**config.mk**
```make
export PLATFORM = sky130hd
export DESIGN_NAME = pdc_ctrl
export DESIGN_NICKNAME = d
export VERILOG_FILES = /design/src/rtl/assert_macros.svh /design/src/rtl/pdc_pkg.sv /design/src/rtl/pdc_ctrl.sv
export SDC_FILE = /design/constraint.sdc
export NUM_CORES = 1
export LEC_CHECK = 0
export ABC_AREA = 1
export BUFFER_PORTS_ARGS = -buffer_cell sky130_fd_sc_hd__buf_2
export CAP_MARGIN = 40
export CORE_UTILIZATION = 30
export CTS_CLUSTER_SIZE = 28
export DETAILED_ROUTE_END_ITERATION = 8
export GPL_TIMING_DRIVEN = 1
export PLACE_DENSITY_LB_ADDON = 0.15
export SYNTH_ARGS = -nofsm -noshare
export SYNTH_HDL_FRONTEND = slang
export SYNTH_SLANG_ARGS = --single-unit
```
**constraint.sdc**
```tcl
create_clock -name aclk -period 1.5 [get_ports aclk]
set_clock_uncertainty 0.2 [all_clocks]
set_input_delay 0.225 -clock aclk [delete_from_list [all_inputs] [get_ports aclk]]
set_output_delay 0.225 -clock aclk [all_outputs]
set_load 0.02 [all_outputs]
```
**src/rtl/assert_macros.svh**
```systemverilog
// Assertion macros shared by the RTL files.
// No dependencies; compiled out when SYNTHESIS is defined.
`ifndef ASSERT_MACROS_SVH
`define ASSERT_MACROS_SVH
`ifndef SYNTHESIS
// Property that must hold at every clock edge outside reset.
`define ASSERT_PROP(label, clk, rst_n, prop, msg) \
    label: assert property (@(posedge clk) disable iff (!(rst_n)) (prop)) else $error(msg);
// Condition that must never be true outside reset.
`define ASSERT_NEVER(label, clk, rst_n, cond, msg) \
    label: assert property (@(posedge clk) disable iff (!(rst_n)) !(cond)) else $error(msg);
`else
`define ASSERT_PROP(label, clk, rst_n, prop, msg)
`define ASSERT_NEVER(label, clk, rst_n, cond, msg)
`endif
`endif

```
**src/rtl/pdc_pkg.sv**
```systemverilog
// Shared types and constants of the PID duty controller.
// No dependencies; used by every module of the block.
package pdc_pkg;

    localparam int TEMP_W             = 16;
    localparam int TEMP_FRAC_BITS     = 4;
    localparam int GAIN_W             = 32;
    localparam int GAIN_FRACTION_BITS = 16;
    localparam int PERIOD_W           = 16;
    localparam int DUTY_W             = 7;
    localparam int CMP_W              = 16;
    localparam int CFG_DATA_W         = 32;
    localparam int CFG_INDEX_W        = 3;

    localparam int ERR_W   = TEMP_W + 1;
    localparam int DERIV_W = TEMP_W + 2;
    localparam int INTEG_W = 32;
    localparam int MUL_W   = 33;
    localparam int PROD_W  = 2 * MUL_W;
    localparam int SUM_W   = 64;

    // Sum is in Q.(4+GAIN_FRACTION_BITS); whole percent sits above this point.
    localparam int DUTY_SHIFT = TEMP_FRAC_BITS + GAIN_FRACTION_BITS;

    localparam logic [DUTY_W-1:0] DUTY_MAX = 7'd100;
    localparam logic signed [SUM_W-1:0] DUTY_TOP = 64'sd100 <<< DUTY_SHIFT;
    localparam logic signed [PROD_W-1:0] TERM_LIMIT = 66'sd1 <<< 60;

    // floor(x / 100) = (x * ceil(2^32 / 100)) >> 32 for x below 2^23.
    localparam int RECIP_SHIFT = 32;
    localparam int CMP_PROD_W  = 23;
    localparam logic [MUL_W-1:0] CMP_RECIP = 33'd42949673;

    // Register indexes on the configuration port.
    localparam logic [CFG_INDEX_W-1:0] REG_TARGET  = 3'd0;
    localparam logic [CFG_INDEX_W-1:0] REG_KP      = 3'd1;
    localparam logic [CFG_INDEX_W-1:0] REG_KI      = 3'd2;
    localparam logic [CFG_INDEX_W-1:0] REG_KD      = 3'd3;
    localparam logic [CFG_INDEX_W-1:0] REG_PERIOD  = 3'd4;

    localparam logic signed [TEMP_W-1:0] RST_TARGET = 16'sd3200;
    localparam logic [GAIN_W-1:0]        RST_KP     = 32'd327680;
    localparam logic [GAIN_W-1:0]        RST_KI     = 32'd66;
    localparam logic [GAIN_W-1:0]        RST_KD     = 32'd6553600;
    localparam logic [PERIOD_W-1:0]      RST_PERIOD = 16'd44999;

    typedef struct packed {
        logic signed [TEMP_W-1:0] target;
        logic [GAIN_W-1:0]        kp;
        logic [GAIN_W-1:0]        ki;
        logic [GAIN_W-1:0]        kd;
        logic [PERIOD_W-1:0]      period;
    } pdc_cfg_t;

    // Datapath commands, one per controller step.
    typedef enum logic [3:0] {
        OP_NONE  = 4'd0,
        OP_LOAD  = 4'd1,
        OP_ERR   = 4'd2,
        OP_MUL_P = 4'd3,
        OP_MUL_I = 4'd4,
        OP_MUL_D = 4'd5,
        OP_SUM   = 4'd6,
        OP_MUL_C = 4'd7,
        OP_MUL_R = 4'd8,
        OP_OUT   = 4'd9
    } pdc_op_t;

    typedef struct packed {
        logic out_busy;
        logic out_valid;
    } pdc_status_t;

endpackage

```
**src/rtl/pdc_ctrl.sv**
```systemverilog
// Sequencer of the PID duty controller: steps one item through the datapath.
// Depends on pdc_pkg.
module pdc_ctrl (
    input  logic                  aclk,
    input  logic                  aresetn,
    input  logic                  s_valid,
    output logic                  s_ready,
    input  pdc_pkg::pdc_status_t  status,
    output pdc_pkg::pdc_op_t      op
);

    typedef enum logic [8:0] {
        ST_IDLE  = 9'b000000001,
        ST_ERR   = 9'b000000010,
        ST_MUL_P = 9'b000000100,
        ST_MUL_I = 9'b000001000,
        ST_MUL_D = 9'b000010000,
        ST_SUM   = 9'b000100000,
        ST_MUL_C = 9'b001000000,
        ST_MUL_R = 9'b010000000,
        ST_OUT   = 9'b100000000
    } state_t;

    state_t state_reg;
    state_t state_next;

    always_comb begin
        state_next = state_reg;
        s_ready    = 1'b0;
        op         = pdc_pkg::OP_NONE;
        unique case (state_reg)
            ST_IDLE: begin
                // hold off items while in reset
                s_ready = aresetn;
                if (s_valid && aresetn) begin
                    op         = pdc_pkg::OP_LOAD;
                    state_next = ST_ERR;
                end
            end
            ST_ERR: begin
                op         = pdc_pkg::OP_ERR;
                state_next = ST_MUL_P;
            end
            ST_MUL_P: begin
                op         = pdc_pkg::OP_MUL_P;
                state_next = ST_MUL_I;
            end
            ST_MUL_I: begin
                op         = pdc_pkg::OP_MUL_I;
                state_next = ST_MUL_D;
            end
            ST_MUL_D: begin
                op         = pdc_pkg::OP_MUL_D;
                state_next = ST_SUM;
            end
            ST_SUM: begin
                op         = pdc_pkg::OP_SUM;
                state_next = ST_MUL_C;
            end
            ST_MUL_C: begin
                op         = pdc_pkg::OP_MUL_C;
                state_next = ST_MUL_R;
            end
            ST_MUL_R: begin
                op         = pdc_pkg::OP_MUL_R;
                state_next = ST_OUT;
            end
            ST_OUT: begin
                // hold until the output register is free
                if (!status.out_busy) begin
                    op         = pdc_pkg::OP_OUT;
                    state_next = ST_IDLE;
                end
            end
            default: state_next = ST_IDLE;
        endcase
    end

    always_ff @(posedge aclk) begin
        if (!aresetn) begin
            state_reg <= ST_IDLE;
        end else begin
            state_reg <= state_next;
        end
    end

endmodule

```
; Word-level counts from Yosys, hierarchy flattened
; Cells that the tools add are included.
[word_totals]
ff_bits = 9
in_bits = 5
out_inout_bits = 5
elab_cells = 21
[op_classes]
n_eq_ne = 11
muxes = 7
n_reduce_logical = 2
[ops]
columns = operator, count
row1 = 9-bit case mux with 9 select lines, 1
row2 = 4-bit case mux with 9 select lines, 1
row3 = 9-bit two-way mux, 2
row4 = 9-bit by 1-bit == test with 1-bit output (second input constant), 1
row5 = 9-bit by 2-bit == test with 1-bit output (second input constant), 1
row6 = 9-bit by 3-bit == test with 1-bit output (second input constant), 1
row7 = 9-bit by 4-bit == test with 1-bit output (second input constant), 1
row8 = 9-bit by 5-bit == test with 1-bit output (second input constant), 1
row9 = 9-bit by 6-bit == test with 1-bit output (second input constant), 1
row10 = 9-bit by 7-bit == test with 1-bit output (second input constant), 1
row11 = 9-bit by 8-bit == test with 1-bit output (second input constant), 1
row12 = 9-bit == test (second input constant), 1
row13 = 4-bit two-way mux, 1
row14 = 2-bit inequality test (second input constant), 2
row15 = 1-bit two-way mux, 2
row16 = 2-bit AND reduction, 1
row17 = 1-bit logical AND, 1

; Longest topological paths before layout
; Gate-level depths: netlist (run 1).
[logic_depth]
depth_word = 3
depth_mapped = 9
mapped_depth_nobuf = 9

; Worst setup path before layout (run 1)
; Ideal clock, no wire load.
[synth_path]
path_type = reg-to-output
from = register state_reg[6]
to = output port s_ready
arrival_ps = 1055
t_required_ps = 1075
slack_ps = 20
path_stages_with_launch = 6
cell_sequence = dfxtp_1 > nor2_2 > nand2_2 > nor2_4 > nand2_1 > nor2_1
[synth_between]
elab_chain_cells = 2
[synth_rtl]
columns = element, line_no
row1 = "start, declared", pdc_ctrl.sv:24  ; state_t state_reg;
row2 = "start signal, assigned", pdc_ctrl.sv:83  ; state_reg <= state_next;
row3 = 9-bit by 1-bit == test with 1-bit output, pdc_ctrl.sv:31  ; unique case (state_reg)
row4 = 1-bit two-way mux, pdc_ctrl.sv:31
row5 = "end, declared", pdc_ctrl.sv:7  ; output logic s_ready,
; No other way between the ends.

; Worst setup path after layout (run 1)
[layout_path]
from = register state_reg[0]
to = output port op[0]
[layout_between]
elab_chain_cells = 2
[layout_rtl]
columns = element, line_no
row1 = "9-bit == test, or another cell as far along", pdc_ctrl.sv:31
row2 = 4-bit case mux with 9 select lines (*), pdc_ctrl.sv:31
row3 = "end, declared", pdc_ctrl.sv:9  ; output pdc_pkg::pdc_op_t op
; Mark *: on every way between the ends. The rest lies on a longest branch, timed or not.

==> reports/metrics.cfg, run 1 <==
[run_status]
outcome=finished with violations
violations=setup timing

[job]
maxCapViolCount=0

[placement]
dpl.hpwl_um=1010
portBuffers=8
gp_congestion=0.804
placed_cells=140

[clocking]
cts_tree=built
h-tree-depth=1
clk_latency_ns=0.26
cts.sinks=9
clock_path_buffers=2
cts_made_buffers=3
cts-root-buf=clkbuf_4
clk_pin_slew_worst_paths_ns=0.07
cts_hold_buf=0

[floorplanning]
die_area_mm2=0.00212
die_w_um=46.0
rows=15
fp.dieH_um=46.0
start_util=0.330
core_area_mm2=0.00176
num_io_pins=10

[route]
via_count=673
drcViolationCount=0
drt_first_pass_iters=4
wl_um=1510
ant_nets=0
drt_iter0_drc=13
viasPerCell=4.46
wire_per_inst_um=10.0

[cells_and_area]
drive_gt1_frac=0.563
final_cells=151
fillCellCount=194
nNetsFinal=132
post-route-util=0.541
area_growth_pct=64.1
antennaDiodeCount=0
largest_reg_flops=9

[timing]
fmax_mhz=554
hold_viol=0
drv_slew=0
period_needed_ns=1.81
slew_headroom=0.846
rsz0062_at_grt=true
finalSetupTns_ns=-1.93
post-route-period-util=1.20
setup_viol=13
setup_slack_ns=-0.306
worst_pin_slew_ns=0.230
whs_ns=0.0710

[setup_path]
worstSetupEndpointType=primary output
r2r-start=state_reg[4]
cp_data_arrival_time_ns=1.38
cp-start-kind=register
path_max_fanout=4
r2r_cells=10
path_class=reg2out
cp-startpoint=state_reg[0]
cp.required_ns=1.07

[synth]
syn-num-nets=99
synth_top_cell_by_area=dfxtp_1
avgSynthCellArea_um2=6.19
synth_cell_type_count=16
ys_warn_count=0
ys_seq_elements=9
syn_inst=94
yosys-top-cells-area=dfxtp_1, inv_1, nand3_1
ys_seq_area_frac=0.310
synth_top_area_frac=0.310
netlist_area_um2=582

[power_and_ir_drop]
p_int_mw=0.560
p_comb_frac=0.473
pwr-share-seq=0.315
p_per_area_mw_per_mm2=955
worst_ir_drop_vdd_mv=0.422
p_leak_nw=0.536
power_switching_mw=0.352
swShare=0.386
p_clk_frac=0.212
power_mw=0.912

[global_route]
overflow=0
grt_max_degree=9
antenna_found_initial=0
grt_pass1_vias=536
grt_pass1_wl_um=2210
grt_usage=0.156

[min_path]
hold_path_class=in2reg
whs_path_depth=3
hold_start=aresetn

worst paths after layout:
| check | end | slack, ns |
|---|---|---|
| max | op[0] | -0.31 |
| min | state_reg[5] | 0.07 |
| max reg2reg | state_reg[0] | -0.10 |
| min reg2reg | state_reg[1] | 0.49 |
per-layer routing:
layer / wire, um / vias to the layer above / track usage
met5: 0 / - / 0
met3: 104 / 4 / 0.0714
met2: 758 / 25 / 0.256
met4: 22 / 0 / 0.0353
met1: 629 / 295 / 0.182
li1: - / 349 / -
cells by family (layout without fill, tap and decap cells):
| logic type | count (synthesis) | in the layout | synth area share |
|---|---|---|---|
| simple gates | 58 | 58 | 0.495 |
| buf+inv | 24 | 56 | 0.168 |
| flops | 9 | 9 | 0.310 |
| compound gates | 3 | 3 | 0.0280 |
repair_timing:
item,in CTS,in global routing
setup endpoints to repair,6,13
pin swaps,11,7
buffers inserted,5,2
gates resized for setup,33,13
endpoints found under the hold margin,0,0
cells in the final DEF, fill, tap and decap left out, drive strengths merged:
master / netlist / layout
or2: 1 / 1
a31oi: 1 / 1
clkbuf: 0 / 3
inv: 23 / 23
dfxtp: 9 / 9
nand3b: 2 / 2
clkinv: 0 / 1
nor3: 1 / 1
nand2: 20 / 20
nand3: 15 / 15
nor2: 19 / 19
buf: 1 / 29
a21oi: 2 / 2
per-stage QoR:
step	instance area (um^2)	setup slack, ns
after detailed placement	747	-0.128
after CTS	898	-0.310
final	955	-0.306
after floorplan	582	0.0202
after global placement	747	-0.158
after global routing	955	-0.386
cell usage after synthesis, drive strengths merged:
| library cell | instances |
|---|---|
| inv | 23 |
| nand3b | 2 |
| dfxtp | 9 |
| nand2 | 20 |
| nor3 | 1 |
| a21oi | 2 |
| or2 | 1 |
| nand3 | 15 |
| a31oi | 1 |
| buf | 1 |
| nor2 | 19 |
power by group through the flow:
stage	logic [mW]	registers, mW	clock network (mW)
final	0.431	0.287	0.193
after global routing	0.472	0.289	0.211
after CTS	0.368	0.284	0.205
after detailed placement	0.308	0.279	0
after global placement	0.304	0.277	0
after floorplan	0.206	0.278	0
layout make-up:
| cell class | instances | area [um^2] | area share |
|---|---|---|---|
| tap | 25 | 31.3 | 0.0328 |
| multi-input combinational | 61 | 378 | 0.396 |
| timing repair buffer | 29 | 233 | 0.244 |
| clock buffer | 3 | 22.5 | 0.0236 |
| clock inverter | 1 | 5.00 | 0.00524 |
| inverter | 23 | 91.3 | 0.0957 |
| sequential | 9 | 194 | 0.203 |
worst max-delay path, cell delays in order, from the launching register on:
cell     delay, ns
dfxtp_2       0.34
nor2_4        0.18
nand2_4       0.08
nor2_4        0.12
nand2_2       0.08
inv_2         0.07
nor3_2        0.04
nand3_1       0.08
buf_6         0.12
(Power assumes the default switching activity.)
==> inputs of run 2 (changes only) <==
--- a/config.mk
+++ b/config.mk
@@ -12,6 +12,7 @@
 export CTS_CLUSTER_SIZE = 28
 export DETAILED_ROUTE_END_ITERATION = 8
 export GPL_TIMING_DRIVEN = 1
+export HOLD_SLACK_MARGIN = 0.05
 export PLACE_DENSITY_LB_ADDON = 0.15
 export SYNTH_ARGS = -nofsm -noshare
 export SYNTH_HDL_FRONTEND = slang
==> constraint.sdc (replaced) <==
create_clock -name aclk -period 1.5 [get_ports aclk]
set_clock_uncertainty 0.2 [all_clocks]
set_input_delay 0 -clock aclk [delete_from_list [all_inputs] [get_ports aclk]]
set_output_delay 0 -clock aclk [all_outputs]
set_load 0.02 [all_outputs]
==> run 2 against run 1 <==
The flow still finishes with violations (setup timing). Cell count is 4.0% lower. Global-route usage is 1.4 points higher. Utilization is 1.8 points lower. Non-clock buffer count is 6 lower. Combinational power is 13% lower. Power is 7.3% lower. Critical path depth is 2 lower. Die area stayed put. First-iteration DRC count is 54% higher. Register-to-register slack better by 0.09 ns.
==> reports/metrics.cfg, run 2 (synthesis gave the netlist of run 1 again) <==
[run_status]
outcome=finished with violations
violations=setup timing

[power_and_ir_drop]
power_mw=0.845  ; -7.3%
p_int_mw=0.517  ; -7.6%
swShare=0.388  ; +0.00179
power_switching_mw=0.328  ; -6.9%
p_leak_nw=0.515  ; -3.8%
pwr-share-seq=0.327  ; +0.012
p_clk_frac=0.231  ; +0.019
p_per_area_mw_per_mm2=915  ; -4.2%
p_comb_frac=0.443  ; -0.030
worst_ir_drop_vdd_mv=0.609  ; +44%

[cells_and_area]
area_growth_pct=58.7
post-route-util=0.523  ; -0.0177
largest_reg_flops=9  ; unchanged
fillCellCount=182  ; -6.2%
final_cells=145  ; -4.0%
drive_gt1_frac=0.533  ; -0.0302
antennaDiodeCount=0  ; unchanged
nNetsFinal=126  ; -4.5%
final_common_cell=inv_1
final_cell_mix=inv_1, nand3_1, buf_4

[clocking]
h-tree-depth=1  ; unchanged
clock_path_buffers=2  ; unchanged
cts.sinks=9  ; unchanged
cts_made_buffers=3  ; unchanged
clk_pin_slew_worst_paths_ns=0.07  ; about the same
cts_tree=built
clk_latency_ns=0.26  ; about the same
cts-root-buf=clkbuf_4

[timing]
setup_viol=6  ; -7
whs_ns=0.394  ; +0.323 ns
hold_viol=0  ; unchanged
slew_headroom=0.859  ; +0.0131
fmax_mhz=623  ; +13%
finalSetupTns_ns=-0.248  ; +1.68 ns
rsz0062_at_grt=true
setup_slack_ns=-0.105  ; +0.202 ns
worst_pin_slew_ns=0.211  ; -0.0195 ns
drv_slew=0  ; unchanged
post-route-period-util=1.07  ; -0.135
period_needed_ns=1.60  ; -0.202 ns

[route]
viasPerCell=4.47  ; +0.27%
wire_per_inst_um=10.6  ; +5.2%
drt_first_pass_iters=4  ; unchanged
via_count=648  ; -3.7%
ant_nets=0  ; unchanged
drcViolationCount=0  ; unchanged
drt_iter0_drc=20  ; +7
wl_um=1530  ; +1.1%

[floorplanning]
die_w_um=46.0  ; unchanged
fp.dieH_um=46.0  ; unchanged
rows=15  ; unchanged
core_area_mm2=0.00176  ; unchanged
num_io_pins=10  ; unchanged
die_area_mm2=0.00212  ; unchanged
start_util=0.330  ; unchanged

[setup_path]
rr_endpoint=state_reg[4]
cp_data_arrival_time_ns=1.40  ; +0.02 ns
cp.required_ns=1.30  ; +0.23 ns
r2r_cells=8  ; -2
reg2reg_setup_slack_ns=-0.01  ; +0.09 ns
worstSetupEndpointType=primary output
path_class=reg2out
r2r-start=state_reg[4]
cp-start-kind=register
path_max_fanout=2  ; -2

[placement]
placed_cells=127  ; -9.3%
portBuffers=8  ; unchanged
gp_congestion=0.776  ; -3.4%
dpl.hpwl_um=951  ; -6.2%

[global_route]
grt_pass1_wl_um=2490  ; +12%
antenna_found_initial=0  ; unchanged
grt_use_met2=0.290  ; +0.0338
grt_usage=0.170  ; +0.0139
grt_max_degree=9  ; unchanged
use_met3=0.0595  ; -0.0119
grt_pass1_vias=612  ; +14%
overflow=0  ; unchanged
grtUsageMet1=0.195  ; +0.0123
busiest_layer=met2

[min_path]
hold_path_class=in2reg
hold_path_end=state_reg[2]
hold_start=aresetn
whs_path_depth=4  ; +1

[job]
maxCapViolCount=0  ; unchanged

==> run 2: repair_timing <==
action                                  CTS  global route
endpoints found under the hold margin     9             0
pin swaps                                11            10
endpoints found under the setup margin    5            13
buffers inserted                          9             2
gates resized for setup                  33            15
hold buffers                              3             0
==> run 2: cell type report <==
type | instances | area [um^2] | share of cell area
Inverter | 23 | 88.8 | 0.0962
Sequential cell | 9 | 193 | 0.209
Tap cell | 25 | 31.3 | 0.0339
Clock buffer | 4 | 26.3 | 0.0285
Timing Repair Buffer | 23 | 195 | 0.211
Multi-Input combinational cell | 61 | 389 | 0.421
==> run 2: stage by stage <==
stage | instance area (um^2) | setup WS [ns]
final | 923 | -0.105
after global routing | 923 | -0.180
after CTS | 861 | -0.0893
after detailed placement | 649 | 0.0897
after global placement | 649 | 0.0833
after floorplan | 582 | 0.190
==> run 2: critical path, cell delays in order, from the launching register on <==
cell     delay [ns]
dfxtp_2        0.33
buf_4          0.13
nand3_1        0.13
nor2_2         0.08
nor3_2         0.22
nand3_1        0.11
buf_6          0.15
==> run 2: worst max path at each step <==
stage | start | end | cells after the start
finish | state_reg[6] | op[0] | 6
floorplan | state_reg[6] | state_reg[0] | 8
CTS | state_reg[7] | op[0] | 9
global route | state_reg[6] | op[0] | 9
detailed placement | state_reg[6] | state_reg[0] | 8
global placement | state_reg[2] | state_reg[0] | 8
==> run 2: power groups by stage <==
stage          sequential (mW)  clock (mW)  combinational, mW
2_1_floorplan            0.278           0              0.206
3_3_place_gp             0.275           0              0.265
3_5_place_dp             0.276           0              0.267
4_1_cts                  0.276       0.193              0.336
5_1_grt                  0.279       0.220              0.414
6_report                 0.276       0.195              0.374
==> run 2: routing by layer <==
metal	vias to the layer above	wire [um]	part of all wire
met4	0	12	0.0078
met1	295	595	0.39
li1	333	-	-
met3	2	80	0.052
met5	-	0	0
met2	18	840	0.55
