[src/rtl/assert_macros.svh]
// Assertion macros shared by the RTL files.
// No dependencies; compiled out when SYNTHESIS is defined.
`ifndef ASSERT_MACROS_SVH
`define ASSERT_MACROS_SVH
`ifndef SYNTHESIS
// Property that must hold at every clock edge outside reset.
`define ASSERT_PROP(label, clk, rst_n, prop, msg) \
    label: assert property (@(posedge clk) disable iff (!(rst_n)) (prop)) else $error(msg);
// Condition that must never be true outside reset.
`define ASSERT_NEVER(label, clk, rst_n, cond, msg) \
    label: assert property (@(posedge clk) disable iff (!(rst_n)) !(cond)) else $error(msg);
`else
`define ASSERT_PROP(label, clk, rst_n, prop, msg)
`define ASSERT_NEVER(label, clk, rst_n, cond, msg)
`endif
`endif

[src/rtl/pdc_pkg.sv]
// Shared types and constants of the PID duty controller.
// No dependencies; used by every module of the block.
package pdc_pkg;

    localparam int TEMP_W             = 16;
    localparam int TEMP_FRAC_BITS     = 4;
    localparam int GAIN_W             = 32;
    localparam int GAIN_FRACTION_BITS = 16;
    localparam int PERIOD_W           = 16;
    localparam int DUTY_W             = 7;
    localparam int CMP_W              = 16;
    localparam int CFG_DATA_W         = 32;
    localparam int CFG_INDEX_W        = 3;

    localparam int ERR_W   = TEMP_W + 1;
    localparam int DERIV_W = TEMP_W + 2;
    localparam int INTEG_W = 32;
    localparam int MUL_W   = 33;
    localparam int PROD_W  = 2 * MUL_W;
    localparam int SUM_W   = 64;

    // Sum is in Q.(4+GAIN_FRACTION_BITS); whole percent sits above this point.
    localparam int DUTY_SHIFT = TEMP_FRAC_BITS + GAIN_FRACTION_BITS;

    localparam logic [DUTY_W-1:0] DUTY_MAX = 7'd100;
    localparam logic signed [SUM_W-1:0] DUTY_TOP = 64'sd100 <<< DUTY_SHIFT;
    localparam logic signed [PROD_W-1:0] TERM_LIMIT = 66'sd1 <<< 60;

    // floor(x / 100) = (x * ceil(2^32 / 100)) >> 32 for x below 2^23.
    localparam int RECIP_SHIFT = 32;
    localparam int CMP_PROD_W  = 23;
    localparam logic [MUL_W-1:0] CMP_RECIP = 33'd42949673;

    // Register indexes on the configuration port.
    localparam logic [CFG_INDEX_W-1:0] REG_TARGET  = 3'd0;
    localparam logic [CFG_INDEX_W-1:0] REG_KP      = 3'd1;
    localparam logic [CFG_INDEX_W-1:0] REG_KI      = 3'd2;
    localparam logic [CFG_INDEX_W-1:0] REG_KD      = 3'd3;
    localparam logic [CFG_INDEX_W-1:0] REG_PERIOD  = 3'd4;

    localparam logic signed [TEMP_W-1:0] RST_TARGET = 16'sd3200;
    localparam logic [GAIN_W-1:0]        RST_KP     = 32'd327680;
    localparam logic [GAIN_W-1:0]        RST_KI     = 32'd66;
    localparam logic [GAIN_W-1:0]        RST_KD     = 32'd6553600;
    localparam logic [PERIOD_W-1:0]      RST_PERIOD = 16'd44999;

    typedef struct packed {
        logic signed [TEMP_W-1:0] target;
        logic [GAIN_W-1:0]        kp;
        logic [GAIN_W-1:0]        ki;
        logic [GAIN_W-1:0]        kd;
        logic [PERIOD_W-1:0]      period;
    } pdc_cfg_t;

    // Datapath commands, one per controller step.
    typedef enum logic [3:0] {
        OP_NONE  = 4'd0,
        OP_LOAD  = 4'd1,
        OP_ERR   = 4'd2,
        OP_MUL_P = 4'd3,
        OP_MUL_I = 4'd4,
        OP_MUL_D = 4'd5,
        OP_SUM   = 4'd6,
        OP_MUL_C = 4'd7,
        OP_MUL_R = 4'd8,
        OP_OUT   = 4'd9
    } pdc_op_t;

    typedef struct packed {
        logic out_busy;
        logic out_valid;
    } pdc_status_t;

endpackage

[src/rtl/pdc_cfg.sv]
// Configuration register file of the PID duty controller.
// Depends on pdc_pkg.
module pdc_cfg (
    input  logic                               aclk,
    input  logic                               aresetn,
    input  logic                               cfg_we,
    input  logic [pdc_pkg::CFG_INDEX_W-1:0]    cfg_index,
    input  logic [pdc_pkg::CFG_DATA_W-1:0]     cfg_wdata,
    output pdc_pkg::pdc_cfg_t                  cfg
);

    pdc_pkg::pdc_cfg_t cfg_reg;
    pdc_pkg::pdc_cfg_t cfg_next;

    always_comb begin
        cfg_next = cfg_reg;
        if (cfg_we) begin
            unique case (cfg_index)
                pdc_pkg::REG_TARGET: cfg_next.target = $signed(cfg_wdata[pdc_pkg::TEMP_W-1:0]);
                pdc_pkg::REG_KP:     cfg_next.kp     = cfg_wdata[pdc_pkg::GAIN_W-1:0];
                pdc_pkg::REG_KI:     cfg_next.ki     = cfg_wdata[pdc_pkg::GAIN_W-1:0];
                pdc_pkg::REG_KD:     cfg_next.kd     = cfg_wdata[pdc_pkg::GAIN_W-1:0];
                pdc_pkg::REG_PERIOD: cfg_next.period = cfg_wdata[pdc_pkg::PERIOD_W-1:0];
                default:             cfg_next = cfg_reg; // drop unknown index
            endcase
        end
    end

    always_ff @(posedge aclk) begin
        if (!aresetn) begin
            cfg_reg.target <= pdc_pkg::RST_TARGET;
            cfg_reg.kp     <= pdc_pkg::RST_KP;
            cfg_reg.ki     <= pdc_pkg::RST_KI;
            cfg_reg.kd     <= pdc_pkg::RST_KD;
            cfg_reg.period <= pdc_pkg::RST_PERIOD;
        end else begin
            cfg_reg <= cfg_next;
        end
    end

    assign cfg = cfg_reg;

endmodule

[config.mk]
export PLATFORM = sky130hd
export DESIGN_NAME = pdc_cfg
export DESIGN_NICKNAME = d
export VERILOG_FILES = /design/src/rtl/assert_macros.svh /design/src/rtl/pdc_pkg.sv /design/src/rtl/pdc_cfg.sv
export SDC_FILE = /design/constraint.sdc
export NUM_CORES = 1
export LEC_CHECK = 0
export ABC_AREA = 1
export BUFFER_PORTS_ARGS = -buffer_cell sky130_fd_sc_hd__buf_2
export CAP_MARGIN = 20
export CORE_MARGIN = 8
export CORE_UTILIZATION = 50
export CTS_BUF_LIST = sky130_fd_sc_hd__clkbuf_4 sky130_fd_sc_hd__clkbuf_8
export DETAILED_ROUTE_END_ITERATION = 10
export HOLD_SLACK_MARGIN = 0.15
export PLACE_DENSITY = 0.9
export SYNTH_ARGS = -nofsm -noshare
export SYNTH_HDL_FRONTEND = slang
export SYNTH_SLANG_ARGS = --single-unit
export TNS_END_PERCENT = 100
[constraint.sdc]
create_clock -name aclk -period 1 [get_ports aclk]
set_input_delay 0.1 -clock aclk [delete_from_list [all_inputs] [get_ports aclk]]
set_output_delay 0.1 -clock aclk [all_outputs]
set_load 0.01 [all_outputs]
# ---- Word level (Yosys, flattened, before mapping)
# Cells that the tools add are included.
dict set report totals {
  word_cells 15
  regBits 128
  input_bits 38
}
dict set report op_classes {
  eq_ne 4
  reduce_logical 6
}
# op n
set op_table {}
lappend op_table {{$reduce_and 2->1} 5}
lappend op_table {{$eq 3x2->1 const B} 2}
lappend op_table {{$eq 3x1->1 const B} 1}
lappend op_table {{$eq 3x3->1 const B} 1}
lappend op_table {{$logic_not 3->1} 1}

# ---- Longest topological paths before layout
# Gate-level depths: netlist of the first run.
dict set report logic_depth {
  word_depth 2
  depth_mapped 7
}

# ---- Worst setup path before layout of the first run
# Ideal clock, no wire load.
dict set report synth_timing {
  path_kind {in2reg}
  from {in cfg_index[0] (netlist name)}
  to {reg cfg_reg, in the netlist cfg[115]}
  stages 6
  path_buffers 2
  slack_ns 0.134
  arrival_time_ns 0.753
  path_cell_list {nor2_1 -> buf_2 -> buf_2 -> nand3_1 -> nand2_1 -> nor2_1}
}
dict set report synth_between {
  elab_chain_cells 2
}
# item line
set synth_lines {}
lappend synth_lines {{start, declared} pdc_cfg.sv:7} ;# input logic [pdc_pkg::CFG_INDEX_W-1:0] cfg_index,
lappend synth_lines {{$logic_not 3->1} pdc_cfg.sv:18} ;# unique case (cfg_index)
lappend synth_lines {{$reduce_and 2->1 (no line)} --}
lappend synth_lines {{end signal, assigned} pdc_cfg.sv:37} ;# cfg_reg <= cfg_next;
lappend synth_lines {{end, declared} pdc_cfg.sv:12} ;# pdc_pkg::pdc_cfg_t cfg_reg;
# Every way passes these cells.
# A chain may end at the register's enable or synchronous reset.

# ---- Final worst setup path of the first run
dict set report layout_timing {
  from {reg cfg_reg, in the netlist cfg[105]}
  to {out cfg[105] (netlist name)}
}
# item line
set layout_lines {}
lappend layout_lines {{end, declared} pdc_cfg.sv:9} ;# output pdc_pkg::pdc_cfg_t cfg
# No word-level cell between the ends.

==> impl_metrics.toml, run 1 <==
[routing]
wire_per_inst_um = 18.1
drc_errors = 0
vias = 5785
dr.pass1.iters = 5
viasPerCell = 5.33
first_iter_violations = 490
drt-total-wl_um = 19600
ant_nets = 0

[yosys]
yosysUniqueCellTypes = 13
synth_compound_area_share_pct = 0
synth_mux_area_share_pct = 0
synthSimpleGateAreaFrac_pct = 41.5
synth_top_family_by_area = "simple AND/OR/NAND/NOR gates"
synth-seq-area-share_pct = 50.6
synth_fa_ha_area_share_pct = 0
avgSynthCellArea_sq_um = 6.98
syn_area_sq_um = 5060
ys_ff_latch = 128
ys_warn_count = 0
synth_nets = 763
yosys.area_share.xor_xnor_pct = 0
syn_inst = 725

[timing]
setup_slack_ps = -3.28
skew_ps = 0
rsz0062_at_grt = "true"
tightest_slew_ps = 286
maxSlewViolCount = 0
slew_headroom_pct = 80.9
fmax_mhz = 997
tns_ps = -8.01
hold_viol_final = 0
fin_crit_sh_pct = 100
finalSetupViolations = 3
period_minus_slack_ps = 1000

[layout]
multiInputGateArea_sq_um = 2110
design_area_sq_um = 7950
syn2layout_area_growth_pct = 57.0
fillers = 600
ff_latch_area_sq_um = 2720
layout.nets = 977
drive_gt1_share_pct = 40.0
largest_reg_flops = 128

[worst_setup_path]
cp_top_family = "flip-flops"
critPathCaptureType = "primary output"
crit_type = "flop to primary output"
cp.arrival_ps = 900
worstSetupStartpointType = "flop"
cp_num_buf_inv = 1
cp_cell_sequence = "buf_6"
path_max_fanout = 2
worstPathRequired_ps = 900
reg2reg_slack_ps = 260
critPathMaxStageDelay_ps = 370
slowest_stage = "dfxtp_2"

[clock_tree]
clk_latency_ps = 420
cts.sinks = 128
cts_tree = "done"
cts.clk_slew.worst_paths_ps = 70
cts_root_buf = "clkbuf_8"
cts_max_path_buffers = 2
cts_buffers = 17
cts.htree.levels = 4

[power_and_ir_drop]
power_switching_mw = 3.07
vdd_drop_max_mv = 1.01
clkPwrFrac_pct = 38.1
powerDensity_nw_per_um2 = 1460
power.internal_mw = 8.49
leakage_nw = 3.75
swShare_pct = 26.5
pwr-share-seq_pct = 47.2
combPwrFrac_pct = 14.8

[floorplanning]
design.core.area_sq_um = 9820
die_h_um = 117
ios = 166
die-area_sq_um = 13600
die_width_um = 117
initial_core_util_pct = 51.6
rows = 36

[global_routing]
grt_overflow = 0
grt_max_degree = 30
grtUsageTotal_pct = 25.0
antenna_found_initial = 0
grt_pass1_vias = 5347
grt_pass1_wl_um = 26600

[place]
io_buffer_count = 165
dp_hpwl_um = 11200
globalplace.congestion = 0.835
dpl_cell_area_sq_um = 6320

[outcome]
violations = "setup timing"
status = "finished, violations left"

[worst_hold_path]
hold_class = "input pin to flop"

[run]
maxCapViolCount = 0
-- layer usage --
metal | share of wire (%) | global-route usage (%)
met1 | 35 | 27.8
met2 | 51 | 43.0
met5 | 0 | 0
met4 | 3.2 | 10.4
met3 | 9.8 | 8.53
-- area by class of cell --
type	instances	area share, %
tap	133	2.09
timing repair buffer	243	30.4
inverter	38	1.79
clock inverter	10	1.42
sequential	128	34.3
clock buffer	21	3.48
antenna	1	0.0315
multi-input combinational	511	26.6
-- stage by stage --
step / power, mW / hold slack [ps] / cells / util (%) / setup slack (ps)
6_report: 11.6 / 252 / 1085 / 80.9 / -3.28
3_5_place_dp: 6.82 / 319 / 1018 / 64.4 / -71.8
3_3_place_gp: 6.79 / 316 / 1018 / 64.4 / -23.6
2_1_floorplan: 6.21 / 213 / 725 / - / 134
4_1_cts: 11.3 / 234 / 1082 / 74.0 / -1.95
5_1_grt: 12.0 / 279 / 1084 / 80.9 / -35.5
-- worst reg2reg max path, stage by stage (launching register included) --
cell,delay (ps)
dfxtp_2,330
nor2_1,190
nor2_1,90
-- path summary, 6_finish.rpt --
check,startpoint,end,cells past startpoint
max,cfg[105],cfg[105],1
min,cfg_index[2],cfg[17],6
max reg2reg,cfg[12],cfg[12],2
min reg2reg,cfg[74],cfg[74],2
-- repair_timing --
action,CTS,global route
buffers inserted,0,2
gates resized for setup,108,144
hold buffers,33,0
hold endpoints to repair,117,0
setup endpoints to repair,95,121
pin swaps,0,0
-- cells by family (layout without fill, tap and decap cells) --
logic type / Yosys count / in the layout
other: 0 / 1
flip-flops: 128 / 128
AND/OR/NAND/NOR: 511 / 511
buffers and inverters: 86 / 312
-- power by group through the flow --
| stage | registers (mW) | logic [mW] | clock network (mW) |
|---|---|---|---|
| finish | 5.46 | 1.71 | 4.40 |
| global route | 5.47 | 1.84 | 4.68 |
| CTS | 5.40 | 1.47 | 4.41 |
| detailed placement | 5.48 | 1.34 | 0 |
| global placement | 5.47 | 1.32 | 0 |
| floorplan | 5.56 | 0.651 | 0 |
-- layout by cell type, fill, tap and decap left out --
| cell | netlist | final |
|---|---|---|
| nor2_2 | 5 | 6 |
| clkbuf_4 | 0 | 2 |
| nand3_1 | 128 | 128 |
| nor2_1 | 217 | 215 |
| buf_4 | 2 | 30 |
| inv_2 | 2 | 2 |
| clkinv_4 | 0 | 2 |
| bufinv_16 | 0 | 2 |
| clkbuf_8 | 0 | 19 |
| buf_6 | 4 | 117 |
| nand2_2 | 1 | 1 |
| buf_12 | 0 | 15 |
| diode_2 | 0 | 1 |
| nand2_1 | 159 | 159 |
| clkinv_2 | 0 | 4 |
| buf_2 | 31 | 48 |
| clkinvlp_4 | 0 | 2 |
| dlygate4sd3_1 | 0 | 33 |
| dfxtp_2 | 0 | 128 |
| inv_1 | 36 | 36 |
| nor2_4 | 1 | 2 |
-- synth_stat cells --
library cell	instances	area, sq um
inv_1	36	135
clkbuf_1	11	41.3
buf_2	31	155
inv_2	2	7.51
nand2_1	159	597
nor2_4	1	11.3
nand2_2	1	6.26
dfxtp_1	128	2560
nor2_1	217	815
nand3_1	128	641
buf_4	2	15.0
buf_6	4	45.0
nor2_2	5	31.3
Note: power is estimated with default switching activity, not from simulation.
==> run 2: changes to the inputs <==
--- a/config.mk
+++ b/config.mk
@@ -9,11 +9,11 @@
 export BUFFER_PORTS_ARGS = -buffer_cell sky130_fd_sc_hd__buf_2
 export CAP_MARGIN = 20
 export CORE_MARGIN = 8
-export CORE_UTILIZATION = 50
+export CORE_UTILIZATION = 47
 export CTS_BUF_LIST = sky130_fd_sc_hd__clkbuf_4 sky130_fd_sc_hd__clkbuf_8
 export DETAILED_ROUTE_END_ITERATION = 10
 export HOLD_SLACK_MARGIN = 0.15
-export PLACE_DENSITY = 0.9
+export PLACE_DENSITY = 0.89
 export SYNTH_ARGS = -nofsm -noshare
 export SYNTH_HDL_FRONTEND = slang
 export SYNTH_SLANG_ARGS = --single-unit
==> constraint.sdc (replaced) <==
create_clock -name aclk -period 0.9 [get_ports aclk]
set_input_delay 0.09 -clock aclk [delete_from_list [all_inputs] [get_ports aclk]]
set_output_delay 0.09 -clock aclk [all_outputs]
set_load 0.01 [all_outputs]
==> run 2 against run 1 <==
The run still ends with setup timing left. Worst hold slack worse by 150 ps. Clock skew unchanged. Utilization fell by 5.6 points. Register-to-register slack got worse by 190 ps. Combinational power increased by 13%. Via count increased by 0.52%. Global-route usage increased by 0.62 points. Power is 9.1% higher. Cell area is 1.4% higher.
==> impl_metrics.toml, run 2 (synthesis gave the netlist of run 1 again) <==
[worst_setup_path]
r2r_start = "cfg[40]"
worstSetupStartpointType = "flop"
crit_type = "flop to primary output"
cp_cell_sequence = "buf_6"
crit_start = "cfg[5]"
cp_top_family = "flip-flops"
cp.arrival_ps = 890
critPathMaxStageDelay_ps = 370
worstPathRequired_ps = 810
path_max_fanout = 2
cp_num_buf_inv = 1
critPathCaptureType = "primary output"
slowest_stage = "dfxtp_2"

[routing]
viasPerCell = 5.30
first_iter_violations = 605
wire_per_inst_um = 18.1
drc_errors = 0
vias = 5815
drt-total-wl_um = 19800
dr.pass1.iters = 7
ant_nets = 0

[clock_tree]
cts_buffers = 17
cts_root_buf = "clkbuf_8"
cts.htree.levels = 4
cts_max_path_buffers = 2
cts.sinks = 128
clk_latency_ps = 410
cts.clk_slew.worst_paths_ps = 70
cts_tree = "done"

[outcome]
violations = "setup timing"
status = "finished, violations left"

[layout]
fin_cells = 1098
drive_gt1_share_pct = 41.0
fillers = 720
final_cell_mix = "nor2_1 (214), nand2_1 (159), dfxtp_2 (128), buf_6 (128), nand3_1 (127)"
largest_reg_flops = 128
syn2layout_area_growth_pct = 59.2
final_common_cell = "nor2_1"
layout.nets = 984

[timing]
fmax_mhz = 1020
tightest_slew_ps = 268
slew_headroom_pct = 82.1
maxSlewViolCount = 0
fin_crit_sh_pct = 109
skew_ps = 0
rsz0062_at_grt = "true"
finalSetupViolations = 133
hold_slack_ps = 106
period_minus_slack_ps = 979
setup_slack_ps = -78.5
hold_viol_final = 0

[power_and_ir_drop]
swShare_pct = 26.9
power.internal_mw = 9.22
combPwrFrac_pct = 15.3
total_power_mw = 12.6
power_switching_mw = 3.40
leakage_nw = 3.79
powerDensity_nw_per_um2 = 1570
clkPwrFrac_pct = 36.6
vdd_drop_max_mv = 1.27
pwr-share-seq_pct = 48.1

[floorplanning]
design.core.area_sq_um = 10700
rows = 38
die_h_um = 120
ios = 166
die_width_um = 120
initial_core_util_pct = 47.3
die-area_sq_um = 14300

[place]
dp_hpwl_um = 11000
dpl.cell_count = 1012
dp_slack_ps = -165
io_buffer_count = 165
globalplace.congestion = 0.834

[worst_hold_path]
hold_class = "input pin to flop"
min_from = "cfg_index[0]"

[global_routing]
antenna_found_initial = 1
grt_max_degree = 54
grt_pass1_vias = 5582
grt_pass1_wl_um = 29500
grtUsageTotal_pct = 25.7
grt_overflow = 0

[run]
maxCapViolCount = 0
run 2: changes by cell type in the layout (fill, tap and decap cells not counted), moves of 4 or more:
cell       delta
buf_12        -8
buf_2        -12
buf_4        +10
buf_6        +11
clkbuf_16     +4
inv_1         -5
run 2: path summary, 6_finish.rpt:
kind	to	slack, ps	cells after the start
worst max-delay path	cfg[5]	-80	1
worst min-delay path	cfg[49]	110	5
worst max register to register	cfg[40]	70	3
worst min register to register	cfg[34]	470	2
run 2: per-layer routing:
layer | track usage, % | part of all wire [%]
met2 | 44.6 | 50
met3 | 7.28 | 9.0
met4 | 12.4 | 4.6
met1 | 28.3 | 37
met5 | 0 | 0
run 2: metrics by stage:
| stage | utilization (%) | instance area, sq um | TNS, ps |
|---|---|---|---|
| after global placement | 57.3 | 6130 | -11830 |
| after floorplan | - | 5060 | 0 |
| after detailed placement | 57.3 | 6130 | -13180 |
| final | 75.3 | 8060 | -5750 |
| after CTS | 73.1 | 7830 | -7670 |
| after global routing | 75.3 | 8060 | -11030 |
run 2: what timing repair did:
item	in CTS	in global routing
setup endpoints to repair	128	190
resized for setup	258	12
hold buffers	34	0
buffers inserted	5	12
cloned	0	4
hold endpoints to repair	126	0
run 2: final cells by class:
type	instances	area, sq um	share of cell area (%)
flip-flops and latches	128	2720	33.8
well taps	140	175	2.17
repair buffers	250	2530	31.4
clock buffers	23	292	3.62
clock inverters	7	62.6	0.776
multi-input cells	511	2120	26.3
inverters	38	154	1.91
diodes	1	2.50	0.0311
run 2: power groups by stage:
stage          clock, mW  combinational (mW)  sequential [mW]
6_report            4.62                1.93             6.06
5_1_grt             4.92                2.08             6.08
4_1_cts             4.58                1.74             6.05
3_5_place_dp           0                1.39             6.09
3_3_place_gp           0                1.37             6.09
2_1_floorplan          0               0.723             6.18
==> run 3: changes to the inputs <==
--- a/config.mk
+++ b/config.mk
@@ -9,11 +9,12 @@
 export BUFFER_PORTS_ARGS = -buffer_cell sky130_fd_sc_hd__buf_2
 export CAP_MARGIN = 20
 export CORE_MARGIN = 8
-export CORE_UTILIZATION = 47
-export CTS_BUF_LIST = sky130_fd_sc_hd__clkbuf_4 sky130_fd_sc_hd__clkbuf_8
+export CORE_UTILIZATION = 45
+export CTS_CLUSTER_DIAMETER = 100
 export DETAILED_ROUTE_END_ITERATION = 10
 export HOLD_SLACK_MARGIN = 0.15
-export PLACE_DENSITY = 0.89
+export PLACE_DENSITY = 0.86
+export SETUP_SLACK_MARGIN = 0.05
 export SYNTH_ARGS = -nofsm -noshare
 export SYNTH_HDL_FRONTEND = slang
 export SYNTH_SLANG_ARGS = --single-unit
==> run 3 against run 2 <==
The run still ends with setup timing left. Fmax down 8.7%. Die area up 3.8%. Sequential power about the same. Routed wire length up 0.63%. Sequential share of layout area down 1.4 points. Register-to-register slack about the same. Largest power group is now clock. Clock-buffer cell count unchanged. Power up 23%. Non-clock buffer count up 1. Via count down 0.36%. Setup slack worse by 93 ps.
==> impl_metrics.toml, run 3 (synthesis gave the netlist of run 1 again) <==
[outcome]
status = "finished, violations left"
violations = "setup timing"

[layout]
multiInputGateArea_sq_um = 2140
utilization_pct = 77.1
design_area_sq_um = 8400
final_common_cell = "nor2_1"
drive_gt1_share_pct = 41.1
syn2layout_area_growth_pct = 65.9
ff_latch_area_sq_um = 2720
fin_cells = 1100
final_cell_mix = "nor2_1 (211), nand2_1 (158), dfxtp_2 (128), buf_6 (128), nand3_1 (126)"
largest_reg_flops = 128
fillers = 690
layout.nets = 985
antenna_cells_inserted = 0

[timing]
finalSetupViolations = 128
maxSlewViolCount = 0
fin_crit_sh_pct = 119
period_minus_slack_ps = 1070
skew_ps = 0
fmax_mhz = 933
slew_headroom_pct = 80.7
hold_viol_final = 0
rsz0062_at_grt = "true"
setup_slack_ps = -172
tightest_slew_ps = 289

[power_and_ir_drop]
combPwrFrac_pct = 12.6
powerDensity_nw_per_um2 = 1850
vdd_drop_max_mv = 1.53
power.internal_mw = 11.8
clkPwrFrac_pct = 48.3
leakage_nw = 3.92
pwr-share-seq_pct = 39.1
swShare_pct = 23.7
power_switching_mw = 3.67

[worst_setup_path]
crit_start = "cfg[12]"
cp_top_family = "flip-flops"
worstSetupStartpointType = "flop"
crit_type = "flop to primary output"
worstPathRequired_ps = 810
critPathMaxStageDelay_ps = 360
path_max_fanout = 2
slowest_stage = "dfxtp_2"
cp.arrival_ps = 980
cp_cell_sequence = "buf_6"
critPathCaptureType = "primary output"
cp_num_buf_inv = 1
r2r_start = "cfg[108]"

[global_routing]
grtUsageTotal_pct = 26.1
antenna_found_initial = 0
grt_pass1_vias = 5807
grt_pass1_wl_um = 30400
grt_max_degree = 39
grt_overflow = 0

[floorplanning]
die_h_um = 122
die-area_sq_um = 14900
die_width_um = 122
initial_core_util_pct = 46.5
ios = 166
rows = 38
design.core.area_sq_um = 10900

[clock_tree]
cts_root_buf = "clkbuf_8"
cts_buffers = 17
cts.sinks = 128
clk_latency_ps = 510
cts.htree.levels = 4
cts_max_path_buffers = 2
cts.clk_slew.worst_paths_ps = 70
cts_tree = "done"

[place]
globalplace.congestion = 0.840
dp_slack_ps = -169
dp_hpwl_um = 11400
dpl_cell_area_sq_um = 6260
io_buffer_count = 165
dpl.cell_count = 1017

[routing]
drt-total-wl_um = 20000
first_iter_violations = 640
dr.pass1.iters = 5
ant_nets = 0
drc_errors = 0
wire_per_inst_um = 18.2
viasPerCell = 5.27
vias = 5794

[worst_hold_path]
hold_class = "input pin to flop"
min_from = "cfg_index[2]"

[run]
maxCapViolCount = 0
run 3: cell types whose count changed in the layout (fill, tap and decap cells not counted), sizes merged, moves of 3 or more:
cell and delta:
clkbuf -3, clkinv -3, buf +5, bufinv +4
run 3: area by class of cell:
class	instances	area share, %
inverters	38	1.79
clock buffers	23	5.56
well taps	140	2.09
flip-flops and latches	128	32.4
clock inverters	9	2.13
repair buffers	251	30.5
multi-input cells	511	25.5
run 3: what timing repair did:
item,4_1_cts,5_1_grt
hold endpoints to repair,128,0
hold buffers,33,0
buffers inserted,4,13
endpoints found under the setup margin,128,152
pin swaps,0,3
gates cloned,0,1
gates resized for setup,257,13
run 3: final timing paths:
kind              end  slack [ps]  cells after the start
max           cfg[12]        -170                      1
min           cfg[18]         140                      6
max reg2reg  cfg[108]          70                      4
min reg2reg   cfg[38]         470                      2
run 3: per-stage QoR:
step                      TNS [ps]  total power [mW]  hold WS (ps)
final                       -18250              15.5           137
after global routing        -22450              16.0           167
after CTS                   -20330              15.4          98.9
after detailed placement    -13730              7.56           313
after global placement       -9720              7.53           311
after floorplan                  0              6.91           203
run 3: layer usage:
metal	wire (um)	global-route usage (%)	share of wire [%]
met3	1560	7.50	7.8
met1	7360	27.7	37
met5	0	0	0
met2	10300	46.5	52
met4	725	12.9	3.6
run 3: worst min-delay path, stage by stage:
cell and delay, ps:
buf_2 130, nor2_4 60, buf_4 150, nand3_1 70, nand2_1 50, nor2_1 70
run 3: power by group through the flow:
stage	Combinational (mW)	Sequential [mW]	Clock, mW
3_5_place_dp	1.47	6.09	0
3_3_place_gp	1.44	6.08	0
4_1_cts	1.81	6.06	7.52
6_report	1.96	6.07	7.49
5_1_grt	2.11	6.08	7.81
2_1_floorplan	0.724	6.18	0
